[src/rtl/lobm_pkg.sv]
package lobm_pkg;

	localparam int MAX_ORDERS_DEF = 32;

	typedef enum logic [2:0] {
		OP_ADD,
		OP_CANCEL,
		OP_MATCH,
		OP_CLEAR,
		OP_QUERY,
		OP_NOP
	} op_t;

	localparam logic [2:0] MODE_ADD    = 3'd0;
	localparam logic [2:0] MODE_CANCEL = 3'd1;
	localparam logic [2:0] MODE_MATCH  = 3'd2;
	localparam logic [2:0] MODE_CLEAR  = 3'd3;
	localparam logic [2:0] MODE_QUERY  = 3'd4;

	localparam logic [1:0] STS_OK       = 2'd0;
	localparam logic [1:0] STS_NOTFOUND = 2'd1;
	localparam logic [1:0] STS_FULL     = 2'd2;
	localparam logic [1:0] STS_DUP      = 2'd3;

	localparam logic SIDE_BUY = 1'b0;

	localparam logic KIND_TRADE = 1'b0;
	localparam logic KIND_DONE  = 1'b1;

	typedef enum logic [2:0] {
		ST_INIT,
		ST_IDLE,
		ST_SCAN,
		ST_ACT,
		ST_TRADE,
		ST_CLEAR,
		ST_DONE
	} state_t;

	typedef struct packed {
		op_t         op;
		logic [31:0] oid;
		logic        side;
		logic [15:0] price;
		logic [23:0] quantity;
		logic [47:0] timestamp;
	} item_t;

	typedef struct packed {
		logic        kind;
		logic [31:0] maker_id;
		logic [31:0] taker_id;
		logic [15:0] trade_price;
		logic [23:0] trade_qty;
		logic [47:0] trade_time;
		logic        aggressor_side;
		logic [15:0] bid_px;
		logic [15:0] ask_px;
		logic [38:0] level_quantity;
		logic [1:0]  status;
		logic        last;
	} result_t;

	typedef struct packed {
		logic        valid;
		logic [31:0] id;
		logic        side;
		logic [15:0] price;
		logic [23:0] qty;
	} slot_t;

	localparam int SLOT_W = $bits(slot_t);

endpackage

[src/rtl/lobm_ram.sv]
module lobm_ram #(
	parameter int W = 8,
	parameter int D = 32
) (
	input  logic                 clk,
	input  logic                 we,
	input  logic [$clog2(D)-1:0] waddr,
	input  logic [W-1:0]         wdata,
	input  logic [$clog2(D)-1:0] raddr,
	output logic [W-1:0]         rdata
);

	logic [W-1:0] mem_q [D];

	always_ff @(posedge clk) begin
		if (we) begin
			mem_q[waddr] <= wdata;
		end
		rdata <= mem_q[raddr];
	end

endmodule

[src/rtl/lobm_front.sv]
module lobm_front import lobm_pkg::*; (
	input  logic        clk,
	input  logic        arst_n,
	input  logic        push,
	output logic        full,
	input  logic [2:0]  mode,
	input  logic [31:0] oid,
	input  logic        side,
	input  logic [15:0] price,
	input  logic [23:0] quantity,
	input  logic [47:0] timestamp,
	input  logic        busy,
	output logic        valid,
	input  logic        take,
	output item_t       item
);

	item_t      buf_q [2];
	logic       wptr_q, rptr_q;
	logic [1:0] cnt_q;
	item_t      cls;
	logic       acc, deq;

	always_comb begin
		cls.oid       = oid;
		cls.side      = side;
		cls.price     = price;
		cls.quantity  = quantity;
		cls.timestamp = timestamp;
		case (mode)
			MODE_ADD:    cls.op = OP_ADD;
			MODE_CANCEL: cls.op = OP_CANCEL;
			MODE_MATCH:  cls.op = OP_MATCH;
			MODE_CLEAR:  cls.op = OP_CLEAR;
			MODE_QUERY:  cls.op = OP_QUERY;
			default:     cls.op = OP_NOP;
		endcase
	end

	assign full  = (cnt_q == 2'd2) || busy;
	assign valid = (cnt_q != 2'd0);
	assign item  = buf_q[rptr_q];
	assign acc   = push && !full;
	assign deq   = take && valid;

	always_ff @(posedge clk) begin
		if (acc) begin
			buf_q[wptr_q] <= cls;
		end
	end

	always_ff @(posedge clk or negedge arst_n) begin
		if (!arst_n) begin
			wptr_q <= 1'b0;
			rptr_q <= 1'b0;
			cnt_q  <= 2'd0;
		end else begin
			if (acc) wptr_q <= !wptr_q;
			if (deq) rptr_q <= !rptr_q;
			cnt_q <= cnt_q + {1'b0, acc} - {1'b0, deq};
		end
	end

endmodule

[src/rtl/lobm_resq.sv]
module lobm_resq import lobm_pkg::*; (
	input  logic    clk,
	input  logic    arst_n,
	input  logic    wr,
	input  result_t din,
	output logic    afull,
	input  logic    pop,
	output logic    empty,
	output result_t dout
);

	result_t    buf_q [2];
	logic       wptr_q, rptr_q;
	logic [1:0] cnt_q;
	logic       acc, deq;

	assign afull = (cnt_q == 2'd2);
	assign empty = (cnt_q == 2'd0);
	assign dout  = buf_q[rptr_q];
	assign acc   = wr && !afull;
	assign deq   = pop && !empty;

	always_ff @(posedge clk) begin
		if (acc) begin
			buf_q[wptr_q] <= din;
		end
	end

	always_ff @(posedge clk or negedge arst_n) begin
		if (!arst_n) begin
			wptr_q <= 1'b0;
			rptr_q <= 1'b0;
			cnt_q  <= 2'd0;
		end else begin
			if (acc) wptr_q <= !wptr_q;
			if (deq) rptr_q <= !rptr_q;
			cnt_q <= cnt_q + {1'b0, acc} - {1'b0, deq};
		end
	end

endmodule

[src/rtl/lobm_engine.sv]
module lobm_engine import lobm_pkg::*; #(
	parameter int MAX_ORDERS = MAX_ORDERS_DEF
) (
	input  logic    clk,
	input  logic    arst_n,
	input  logic    in_valid,
	input  item_t   in_item,
	output logic    in_take,
	output logic    busy,
	output logic    res_wr,
	output result_t res_data,
	input  logic    res_full
);

	localparam int AW = $clog2(MAX_ORDERS);
	localparam int CW = $clog2(MAX_ORDERS + 1);
	localparam logic [CW-1:0] N_C    = CW'(MAX_ORDERS);
	localparam logic [CW-1:0] LAST_C = CW'(MAX_ORDERS - 1);

	state_t        state_q, state_d;
	item_t         cur_q;
	logic [CW-1:0] cnt_q;
	logic          rd_s1;
	logic [AW-1:0] idx_s1;
	logic          fin_q;
	logic [23:0]   rem_q;
	logic [CW-1:0] n_q;
	logic [1:0]    status_q;

	logic          fnd_q, free_ok_q, bst_ok_q, have_ask_q;
	logic [AW-1:0] fnd_idx_q, free_idx_q, bst_idx_q;
	logic [31:0]   bst_id_q;
	logic [15:0]   bst_price_q, bid_q, ask_q;
	logic [23:0]   bst_qty_q;
	logic [38:0]   lvl_q;

	logic          ram_we;
	logic [AW-1:0] ram_waddr;
	slot_t         ram_wdata, rd;
	logic [SLOT_W-1:0] rdata;

	logic          start_scan, start_clear, ld_item, do_fill, set_fin;
	logic          set_status;
	logic [1:0]    status_d;
	logic [23:0]   fill;
	logic [23:0]   left;
	logic          cand, better;

	lobm_ram #(.W(SLOT_W), .D(MAX_ORDERS)) u_ram (
		.clk  (clk),
		.we   (ram_we),
		.waddr(ram_waddr),
		.wdata(ram_wdata),
		.raddr(cnt_q[AW-1:0]),
		.rdata(rdata)
	);

	assign rd   = slot_t'(rdata);
	assign busy = (state_q == ST_INIT);
	assign fill = (rem_q < bst_qty_q) ? rem_q : bst_qty_q;
	assign left = bst_qty_q - fill;

	always_comb begin
		cand = rd.valid && (rd.side != cur_q.side) &&
			((cur_q.side == SIDE_BUY) ? (rd.price <= cur_q.price) : (rd.price >= cur_q.price));
		if (!bst_ok_q) begin
			better = 1'b1;
		end else if (rd.price != bst_price_q) begin
			better = (cur_q.side == SIDE_BUY) ? (rd.price < bst_price_q) : (rd.price > bst_price_q);
		end else begin
			better = rd.id < bst_id_q;
		end
	end

	always_comb begin
		state_d     = state_q;
		in_take     = 1'b0;
		start_scan  = 1'b0;
		start_clear = 1'b0;
		ld_item     = 1'b0;
		do_fill     = 1'b0;
		set_fin     = 1'b0;
		set_status  = 1'b0;
		status_d    = STS_OK;
		ram_we      = 1'b0;
		ram_waddr   = cnt_q[AW-1:0];
		ram_wdata   = '0;
		res_wr      = 1'b0;
		res_data    = '0;
		case (state_q)
			ST_INIT, ST_CLEAR: begin
				ram_we = 1'b1;
				if (cnt_q == LAST_C) begin
					if (state_q == ST_INIT) begin
						state_d = ST_IDLE;
					end else begin
						state_d    = ST_SCAN;
						start_scan = 1'b1;
						set_fin    = 1'b1;
					end
				end
			end
			ST_IDLE: begin
				if (in_valid) begin
					in_take    = 1'b1;
					ld_item    = 1'b1;
					start_scan = 1'b1;
					state_d    = ST_SCAN;
				end
			end
			ST_SCAN: begin
				if (cnt_q == N_C) state_d = ST_ACT;
			end
			ST_ACT: begin
				state_d    = ST_SCAN;
				start_scan = 1'b1;
				set_fin    = 1'b1;
				if (fin_q) begin
					state_d    = ST_DONE;
					start_scan = 1'b0;
					set_fin    = 1'b0;
				end else begin
					case (cur_q.op)
						OP_ADD: begin
							if (cur_q.price != '0 && cur_q.quantity != '0) begin
								if (fnd_q) begin
									set_status = 1'b1;
									status_d   = STS_DUP;
								end else if (!free_ok_q) begin
									set_status = 1'b1;
									status_d   = STS_FULL;
								end else begin
									ram_we    = 1'b1;
									ram_waddr = free_idx_q;
									ram_wdata = '{1'b1, cur_q.oid, cur_q.side,
										cur_q.price, cur_q.quantity};
								end
							end
						end
						OP_CANCEL: begin
							if (fnd_q) begin
								ram_we    = 1'b1;
								ram_waddr = fnd_idx_q;
							end else begin
								set_status = 1'b1;
								status_d   = STS_NOTFOUND;
							end
						end
						OP_MATCH: begin
							if (cur_q.price == '0) begin
								// nothing to do
							end else if (fnd_q) begin
								set_status = 1'b1;
								status_d   = STS_DUP;
							end else if (rem_q != '0 && n_q < N_C && bst_ok_q) begin
								state_d    = ST_TRADE;
								start_scan = 1'b0;
								set_fin    = 1'b0;
							end else if (rem_q != '0) begin
								if (free_ok_q) begin
									ram_we    = 1'b1;
									ram_waddr = free_idx_q;
									ram_wdata = '{1'b1, cur_q.oid, cur_q.side,
										cur_q.price, rem_q};
								end else begin
									set_status = 1'b1;
									status_d   = STS_FULL;
								end
							end
						end
						OP_CLEAR: begin
							state_d     = ST_CLEAR;
							start_scan  = 1'b0;
							set_fin     = 1'b0;
							start_clear = 1'b1;
						end
						default: begin
						end
					endcase
				end
			end
			ST_TRADE: begin
				if (!res_full) begin
					res_wr                  = 1'b1;
					res_data.kind           = KIND_TRADE;
					res_data.maker_id       = bst_id_q;
					res_data.taker_id       = cur_q.oid;
					res_data.trade_price    = bst_price_q;
					res_data.trade_qty      = fill;
					res_data.trade_time     = cur_q.timestamp;
					res_data.aggressor_side = cur_q.side;
					ram_we    = 1'b1;
					ram_waddr = bst_idx_q;
					ram_wdata = '{left != '0, bst_id_q, !cur_q.side, bst_price_q, left};
					do_fill    = 1'b1;
					start_scan = 1'b1;
					state_d    = ST_SCAN;
				end
			end
			ST_DONE: begin
				if (!res_full) begin
					res_wr            = 1'b1;
					res_data.kind     = KIND_DONE;
					res_data.bid_px   = bid_q;
					res_data.ask_px   = have_ask_q ? ask_q : '0;
					res_data.level_quantity = (cur_q.op == OP_QUERY) ? lvl_q : '0;
					res_data.status   = status_q;
					res_data.last     = 1'b1;
					state_d           = ST_IDLE;
				end
			end
			default: state_d = ST_INIT;
		endcase
	end

	always_ff @(posedge clk or negedge arst_n) begin
		if (!arst_n) begin
			state_q    <= ST_INIT;
			cnt_q      <= '0;
			rd_s1      <= 1'b0;
			fin_q      <= 1'b0;
			status_q   <= STS_OK;
			n_q        <= '0;
			rem_q      <= '0;
			fnd_q      <= 1'b0;
			free_ok_q  <= 1'b0;
			bst_ok_q   <= 1'b0;
			have_ask_q <= 1'b0;
			bid_q      <= '0;
			lvl_q      <= '0;
		end else begin
			state_q <= state_d;
			rd_s1   <= (state_q == ST_SCAN) && (cnt_q < N_C);
			if (start_scan || start_clear) begin
				cnt_q <= '0;
			end else if (state_q == ST_SCAN || state_q == ST_INIT || state_q == ST_CLEAR) begin
				cnt_q <= cnt_q + 1'b1;
			end
			if (ld_item) begin
				fin_q    <= 1'b0;
				status_q <= STS_OK;
				n_q      <= '0;
				rem_q    <= in_item.quantity;
			end
			if (set_fin) fin_q <= 1'b1;
			if (set_status) status_q <= status_d;
			if (do_fill) begin
				rem_q <= rem_q - fill;
				n_q   <= n_q + 1'b1;
			end
			if (start_scan) begin
				fnd_q      <= 1'b0;
				free_ok_q  <= 1'b0;
				bst_ok_q   <= 1'b0;
				have_ask_q <= 1'b0;
				bid_q      <= '0;
				lvl_q      <= '0;
			end else if (rd_s1) begin
				if (rd.valid && rd.id == cur_q.oid) fnd_q <= 1'b1;
				if (!rd.valid && !free_ok_q) free_ok_q <= 1'b1;
				if (rd.valid && rd.side == cur_q.side && rd.price == cur_q.price) begin
					lvl_q <= lvl_q + 39'(rd.qty);
				end
				if (rd.valid && rd.side == SIDE_BUY && rd.price > bid_q) bid_q <= rd.price;
				if (rd.valid && rd.side != SIDE_BUY && (!have_ask_q || rd.price < ask_q)) begin
					have_ask_q <= 1'b1;
				end
				if (cand && better) bst_ok_q <= 1'b1;
			end
		end
	end

	// datapath side of the scan, no reset needed
	always_ff @(posedge clk) begin
		idx_s1 <= cnt_q[AW-1:0];
		if (ld_item) cur_q <= in_item;
		if (!start_scan && rd_s1) begin
			if (rd.valid && rd.id == cur_q.oid) fnd_idx_q <= idx_s1;
			if (!rd.valid && !free_ok_q) free_idx_q <= idx_s1;
			if (rd.valid && rd.side != SIDE_BUY && (!have_ask_q || rd.price < ask_q)) begin
				ask_q <= rd.price;
			end
			if (cand && better) begin
				bst_idx_q   <= idx_s1;
				bst_id_q    <= rd.id;
				bst_price_q <= rd.price;
				bst_qty_q   <= rd.qty;
			end
		end
	end

endmodule

[src/rtl/limit_order_book_matcher_unit.sv]
// Price/order-id priority limit order book with a table of MAX_ORDERS slots.
// Input channel: drive push with mode, oid, side, price, quantity and
// timestamp; the item is taken on a clock edge with push high and full low.
// Result channel: while empty is low the oldest record sits on the result
// ports; pop on a clock edge with empty low takes it. Each input yields zero
// or more trade records (kind 0) followed by one completion record (kind 1,
// last 1) carrying best bid, best ask, status and, for a query, level lots.
// Every table access walks the slot memory one slot per cycle through its
// single read port. A plain input takes two passes; a match adds one pass
// per fill; a clear adds a wipe of the table. Items are processed one at a
// time; a two-entry input queue and a two-entry result queue decouple both
// sides. After reset the block wipes the table with full held high.
// When pop stays low the result queue fills, the engine holds its current
// record and full rises once the input queue is also full; nothing is
// dropped.
module limit_order_book_matcher_unit import lobm_pkg::*; #(
	parameter int MAX_ORDERS = MAX_ORDERS_DEF
) (
	input  logic        clk,
	input  logic        arst_n,
	input  logic        push,
	output logic        full,
	input  logic [2:0]  mode,
	input  logic [31:0] oid,
	input  logic        side,
	input  logic [15:0] price,
	input  logic [23:0] quantity,
	input  logic [47:0] timestamp,
	output logic        empty,
	input  logic        pop,
	output logic        kind,
	output logic [31:0] maker_id,
	output logic [31:0] taker_id,
	output logic [15:0] trade_price,
	output logic [23:0] trade_qty,
	output logic [47:0] trade_time,
	output logic        aggressor_side,
	output logic [15:0] bid_px,
	output logic [15:0] ask_px,
	output logic [38:0] level_quantity,
	output logic [1:0]  status,
	output logic        last
);

	item_t   item;
	logic    item_valid, item_take, busy;
	logic    res_wr, res_full;
	result_t res_in, res_out;

	lobm_front u_front (
		.clk      (clk),
		.arst_n   (arst_n),
		.push     (push),
		.full     (full),
		.mode     (mode),
		.oid      (oid),
		.side     (side),
		.price    (price),
		.quantity (quantity),
		.timestamp(timestamp),
		.busy     (busy),
		.valid    (item_valid),
		.take     (item_take),
		.item     (item)
	);

	lobm_engine #(.MAX_ORDERS(MAX_ORDERS)) u_engine (
		.clk     (clk),
		.arst_n  (arst_n),
		.in_valid(item_valid),
		.in_item (item),
		.in_take (item_take),
		.busy    (busy),
		.res_wr  (res_wr),
		.res_data(res_in),
		.res_full(res_full)
	);

	lobm_resq u_resq (
		.clk   (clk),
		.arst_n(arst_n),
		.wr    (res_wr),
		.din   (res_in),
		.afull (res_full),
		.pop   (pop),
		.empty (empty),
		.dout  (res_out)
	);

	assign kind           = res_out.kind;
	assign maker_id       = res_out.maker_id;
	assign taker_id       = res_out.taker_id;
	assign trade_price    = res_out.trade_price;
	assign trade_qty      = res_out.trade_qty;
	assign trade_time     = res_out.trade_time;
	assign aggressor_side = res_out.aggressor_side;
	assign bid_px         = res_out.bid_px;
	assign ask_px         = res_out.ask_px;
	assign level_quantity = res_out.level_quantity;
	assign status         = res_out.status;
	assign last           = res_out.last;

endmodule

[config.mk]
export PLATFORM = sky130hd
export DESIGN_NAME = limit_order_book_matcher_unit
export DESIGN_NICKNAME = d
export VERILOG_FILES = /design/src/rtl/lobm_pkg.sv /design/src/rtl/lobm_ram.sv /design/src/rtl/lobm_front.sv /design/src/rtl/lobm_resq.sv /design/src/rtl/lobm_engine.sv /design/src/rtl/limit_order_book_matcher_unit.sv
export SDC_FILE = /design/constraint.sdc
export NUM_CORES = 2
export LEC_CHECK = 0
export ABC_AREA = 0
export BUFFER_PORTS_ARGS = -buffer_cell sky130_fd_sc_hd__buf_2
export CORE_MARGIN = 1.5
export CORE_UTILIZATION = 62
export CTS_BUF_LIST = sky130_fd_sc_hd__clkbuf_16
export CTS_CLUSTER_DIAMETER = 120
export DETAILED_ROUTE_END_ITERATION = 8
export MAX_ROUTING_LAYER = met4
export PLACE_DENSITY = 0.79
export SLEW_MARGIN = 20
export SYNTH_ARGS = -nofsm -noshare
export SYNTH_HDL_FRONTEND = slang
export SYNTH_SLANG_ARGS = --single-unit
[constraint.sdc]
create_clock -name clk -period 24.7 [get_ports clk]
set_input_delay 1.235 -clock clk [delete_from_list [all_inputs] [get_ports clk]]
set_output_delay 1.235 -clock clk [all_outputs]
set_load 0.05 [all_outputs]
==> flow_summary_export.csv <==
group,metric,value,unit
status,status,"completed",
logic_synthesis,postSynthCellCount,6728,
logic_synthesis,synth_top_area_share,71.78,%
global_route,grt_max_degree,161,
global_route,grt_use_met1,46.00,%
sta,hold_violations,0,
logic_synthesis,synth_top_family_by_area,"multiplexers",
clock_tree,cts_tree,"yes",
logic_synthesis,synthAdderAreaFrac,1.803,%
clock_tree,clock_path_buffers,4,
routing,drtPass1Iterations,6,
global_route,grt_pass1_vias,72764,
floorplanning,die_x,474.7,µm
pwr,share_comb_of_total_power,28.4,%
worst_setup_path,crit_fanout,32,
clock_tree,cts_sinks,3486,
pwr,swShare,32.64,%
logic_synthesis,synth_area,0.1379,mm²
worst_setup_path,worstReg2RegStart,"u_engine.rem_q[5]",
logic_synthesis,ys_warn_count,0,
job,maxCapViolCount,0,
logic_synthesis,ys.flop_type,"edfxtp_1",
worst_setup_path,required,25.36,ns
pwr,peakVddDrop,0.0001048,V
logic_synthesis,synth.distinct_cells,81,
logic_synthesis,yosysTopAreaCell,"edfxtp_1",
sta,fin_ws,18.36,ns
clock_tree,ctsResizeCount,0,
floorplanning,num_rows,172,
routing,drcViolationCount,0,
sta,min_period,6.344,ns
placement,numPortBuffers,357,
clock_tree,cts_hold_buf,0,
floorplanning,die_y,474.7,µm
global_route,grt-ovfl-total,0,
placement,gp_congestion,0.9082,
global_route,grt_use_met2,52.67,%
global_route,grt_pass1_wl,531300,µm
worst_setup_path,path_class,"register to register",
worst_setup_path,cp-end-kind,"register",
sta,rsz0062_at_grt,"false",
logic_synthesis,synth-simple-area-share,2.738,%
logic_synthesis,yosys-top-cells-area,"edfxtp_1 (72%), mux4_2 (12%), mux2_2 (3.5%)",
cells_and_area,nets,7583,
placement,place_ws,18.42,ns
logic_synthesis,synth_nets,7053,
sta,min_period_over_period,25.68,%
floorplanning,coreArea,0.2204,mm²
cells_and_area,drive_gt1_share,29.89,%
clock_tree,cts_root_buffer,"clkbuf_16",
global_route,grtUsageTotal,34.51,%
worst_setup_path,worstPathArrival,7.00,ns
clock_tree,cts.clk_slew.worst_paths,0.06,ns
routing,wirelength,375500,µm
pwr,switching_power,5770,µW
clock_tree,cts_made_buffers,338,
floorplanning,ios,358,
routing,wl_per_cell,35.73,µm
sta,drv_slew,0,
sta,clock_skew,0.08758,ns
worst_setup_path,reg2reg_slack,18.36,ns
pwr,power,17680,µW
cells_and_area,layoutNonFillerInstCount,10509,
routing,drt_iter0_drc,11390,
pwr,seqPwrFrac,43.2,%
pwr,powerDensity,114.3,mW/mm²
cells_and_area,area.growth.synth_to_final,12.16,%
logic_synthesis,synth-xor-area-share,0.7049,%
floorplanning,die_area,0.2253,mm²
worst_setup_path,startpoint_type,"register",
floorplanning,start_util,62.59,%
clock_tree,h-tree-depth,5,
pwr,power_leakage,0.05418,µW
sta,setup_viol,0,
logic_synthesis,async_reset_ff_share,3.155,%
logic_synthesis,synth_compound_area_share,2.616,%
sta,setup_tns,0,ns
sta,slew_headroom,12.08,%
global_route,antenna_found_initial,37,
worst_setup_path,r2r_cells,20,
logic_synthesis,yosysSeqAreaShare,74.92,%
logic_synthesis,yosys_register_bits,3486,
routing,vias,73346,
placement,hpwlAfterDp,197900,µm
logic_synthesis,synth_area_per_cell,20.50,µm²
global_route,grtUsageMet3,8.579,%
logic_synthesis,synth_edf_count,3297,
worst_setup_path,rr_endpoint,"u_engine.u_ram.mem_q[14][73]",
sta,max_freq,0.1576,GHz
pwr,p_int,11910,µW
routing,antenna_left,0,
clock_tree,cts_setup_buffers,0,
placement,dp_cells,9875,
routing,via_per_inst,6.979,
global_route,grt_busiest_layer,"met2",
pwr,power_frac_clock,28.4,%
logic_synthesis,synth_mux_area_share,15.95,%
clock_tree,clk_latency,1.00,ns
sta,worst_pin_slew,1.319,ns
min_path,hp-class,"input port to asynchronous set/reset pin",
critical path, cell delays in order, from the launching register on:
cell       delay (ns)
dfrtp_1          0.45
ha_1             0.32
a2111oi_0        0.38
o21ai_1          0.16
a221o_1          0.38
a31oi_4          0.33
buf_4            0.42
mux2i_1          0.59
inv_1            0.12
fa_1             0.41
nand2b_1         0.21
a21oi_1          0.22
a311oi_1         0.20
xnor2_1          0.22
nor4b_2          0.35
o2111a_1         0.24
nand4_1          0.09
nand4bb_1        0.25
nor4b_2          0.33
a31oi_2          0.12
buf_4            0.25
cells in the mapped netlist, types with 27 or more instances:
| library cell | number |
|---|---|
| edfxtp_1 | 3297 |
| mux4_2 | 740 |
| mux2_2 | 425 |
| nor2_1 | 231 |
| clkbuf_1 | 220 |
| ha_1 | 194 |
| inv_1 | 155 |
| and2_1 | 137 |
| nand2_1 | 117 |
| dfrtp_1 | 110 |
| a21o_1 | 107 |
| a21oi_1 | 106 |
| dfxtp_1 | 79 |
| buf_1 | 72 |
| xor2_1 | 59 |
| o21ai_0 | 56 |
| mux2i_1 | 55 |
| xnor2_1 | 52 |
| nand3_1 | 37 |
| and3_1 | 34 |
| nor4_1 | 34 |
| nand4_1 | 33 |
| o22ai_1 | 30 |
| a22oi_1 | 28 |
| a211oi_1 | 27 |
final cells by class:
cell class,instances,area (µm²)
inverter,157,594.3
fill,12324,65680
clock buffer,344,8608
clock inverter,253,1922
sequential,3486,103400
tap,2958,3701
multi-input combinational,2783,33480
timing repair buffer,492,2933
antenna,36,90.09
how the worst max path moves through the flow:
stage,slack [ns],start,end,cells past startpoint
floorplan,7.23,u_resq.cnt_q[1],u_resq.buf_q[0][0],4
global placement,18.46,u_engine.rem_q[2],u_engine.u_ram.mem_q[14][73],22
detailed placement,18.42,u_engine.rem_q[2],u_engine.u_ram.mem_q[5][23],20
CTS,18.33,u_engine.rem_q[2],u_engine.u_ram.mem_q[28][23],20
global route,17.91,u_engine.bst_qty_q[2],u_engine.u_ram.mem_q[14][73],23
finish,18.36,u_engine.rem_q[5],u_engine.u_ram.mem_q[14][73],20
sequential cells by signal (all words and copies together), names as in the netlist, 32 cells and up:
name                  count
u_engine.bst_id_q        32
u_engine.cur_q          124
u_engine.lvl_q           39
u_engine.u_ram.mem_q   2368
u_engine.u_ram.rdata     74
u_front.buf_q           248
u_resq.buf_q            454
per-layer routing:
metal | vias up | part of all wire [%]
met3 | 889 | 13
met4 | 0 | 3.9
li1 | 28600 | -
met2 | 5840 | 48
met5 | - | 0
met1 | 38017 | 36
metrics by stage:
step                      instance area [µm²]  util [%]  hold slack [ns]
after floorplan                        137900         -           0.3654
after global placement                 143900     65.28           0.4330
after detailed placement               143900     65.30           0.4450
after CTS                              154400     70.08           0.3633
after global routing                   154700     70.19           0.4118
final                                  154700     70.20           0.3671
power by group through the flow:
stage	Combinational, µW	Sequential [µW]	Clock [µW]
detailed placement	4840	7730	0
floorplan	3570	7550	0
CTS	4950	7630	5060
finish	5010	7640	5030
global route	5270	7680	5270
global placement	4760	7700	0
kinds of logic (layout without fill, tap and decap cells):
family | Yosys count | after routing
flip-flops | 3486 | 3486
multiplexers | 1220 | 1220
AND/OR/NAND/NOR | 737 | 737
AO/OA/AOI/OAI | 518 | 518
buffers and inverters | 459 | 1246
adder cells (fa/ha/maj) | 197 | 197
XOR/XNOR | 111 | 111
other | 0 | 36
placed cells by master (no fill, tap or decap), types with 12 or more instances in the layout:
cell and count:
a221o_1 22, clkbuf_16 344, mux2_2 425, inv_1 244, clkinv_1 57, and3_1 33, o21ai_1 16, bufinv_16 29
dfrtp_1 103, o21a_1 18, diode_2 36, nand2b_1 20, or3_1 12, nand3_1 37, nor2b_1 21, nor3_1 17
a21o_2 23, a21oi_1 105, nand2_1 116, a21o_1 84, clkinv_2 46, and2_1 136, nand4_1 33, mux2i_1 55
clkinvlp_4 18, xnor2_1 52, dfxtp_1 79, edfxtp_1 3297, xor2_1 59, ha_1 194, buf_2 356, mux4_2 740
buf_4 122, a211oi_1 26, nor2_4 33, o21ai_0 53, a22oi_1 28, nor4_1 34, nor2_1 197
Power figures use the tool's default switching activity.
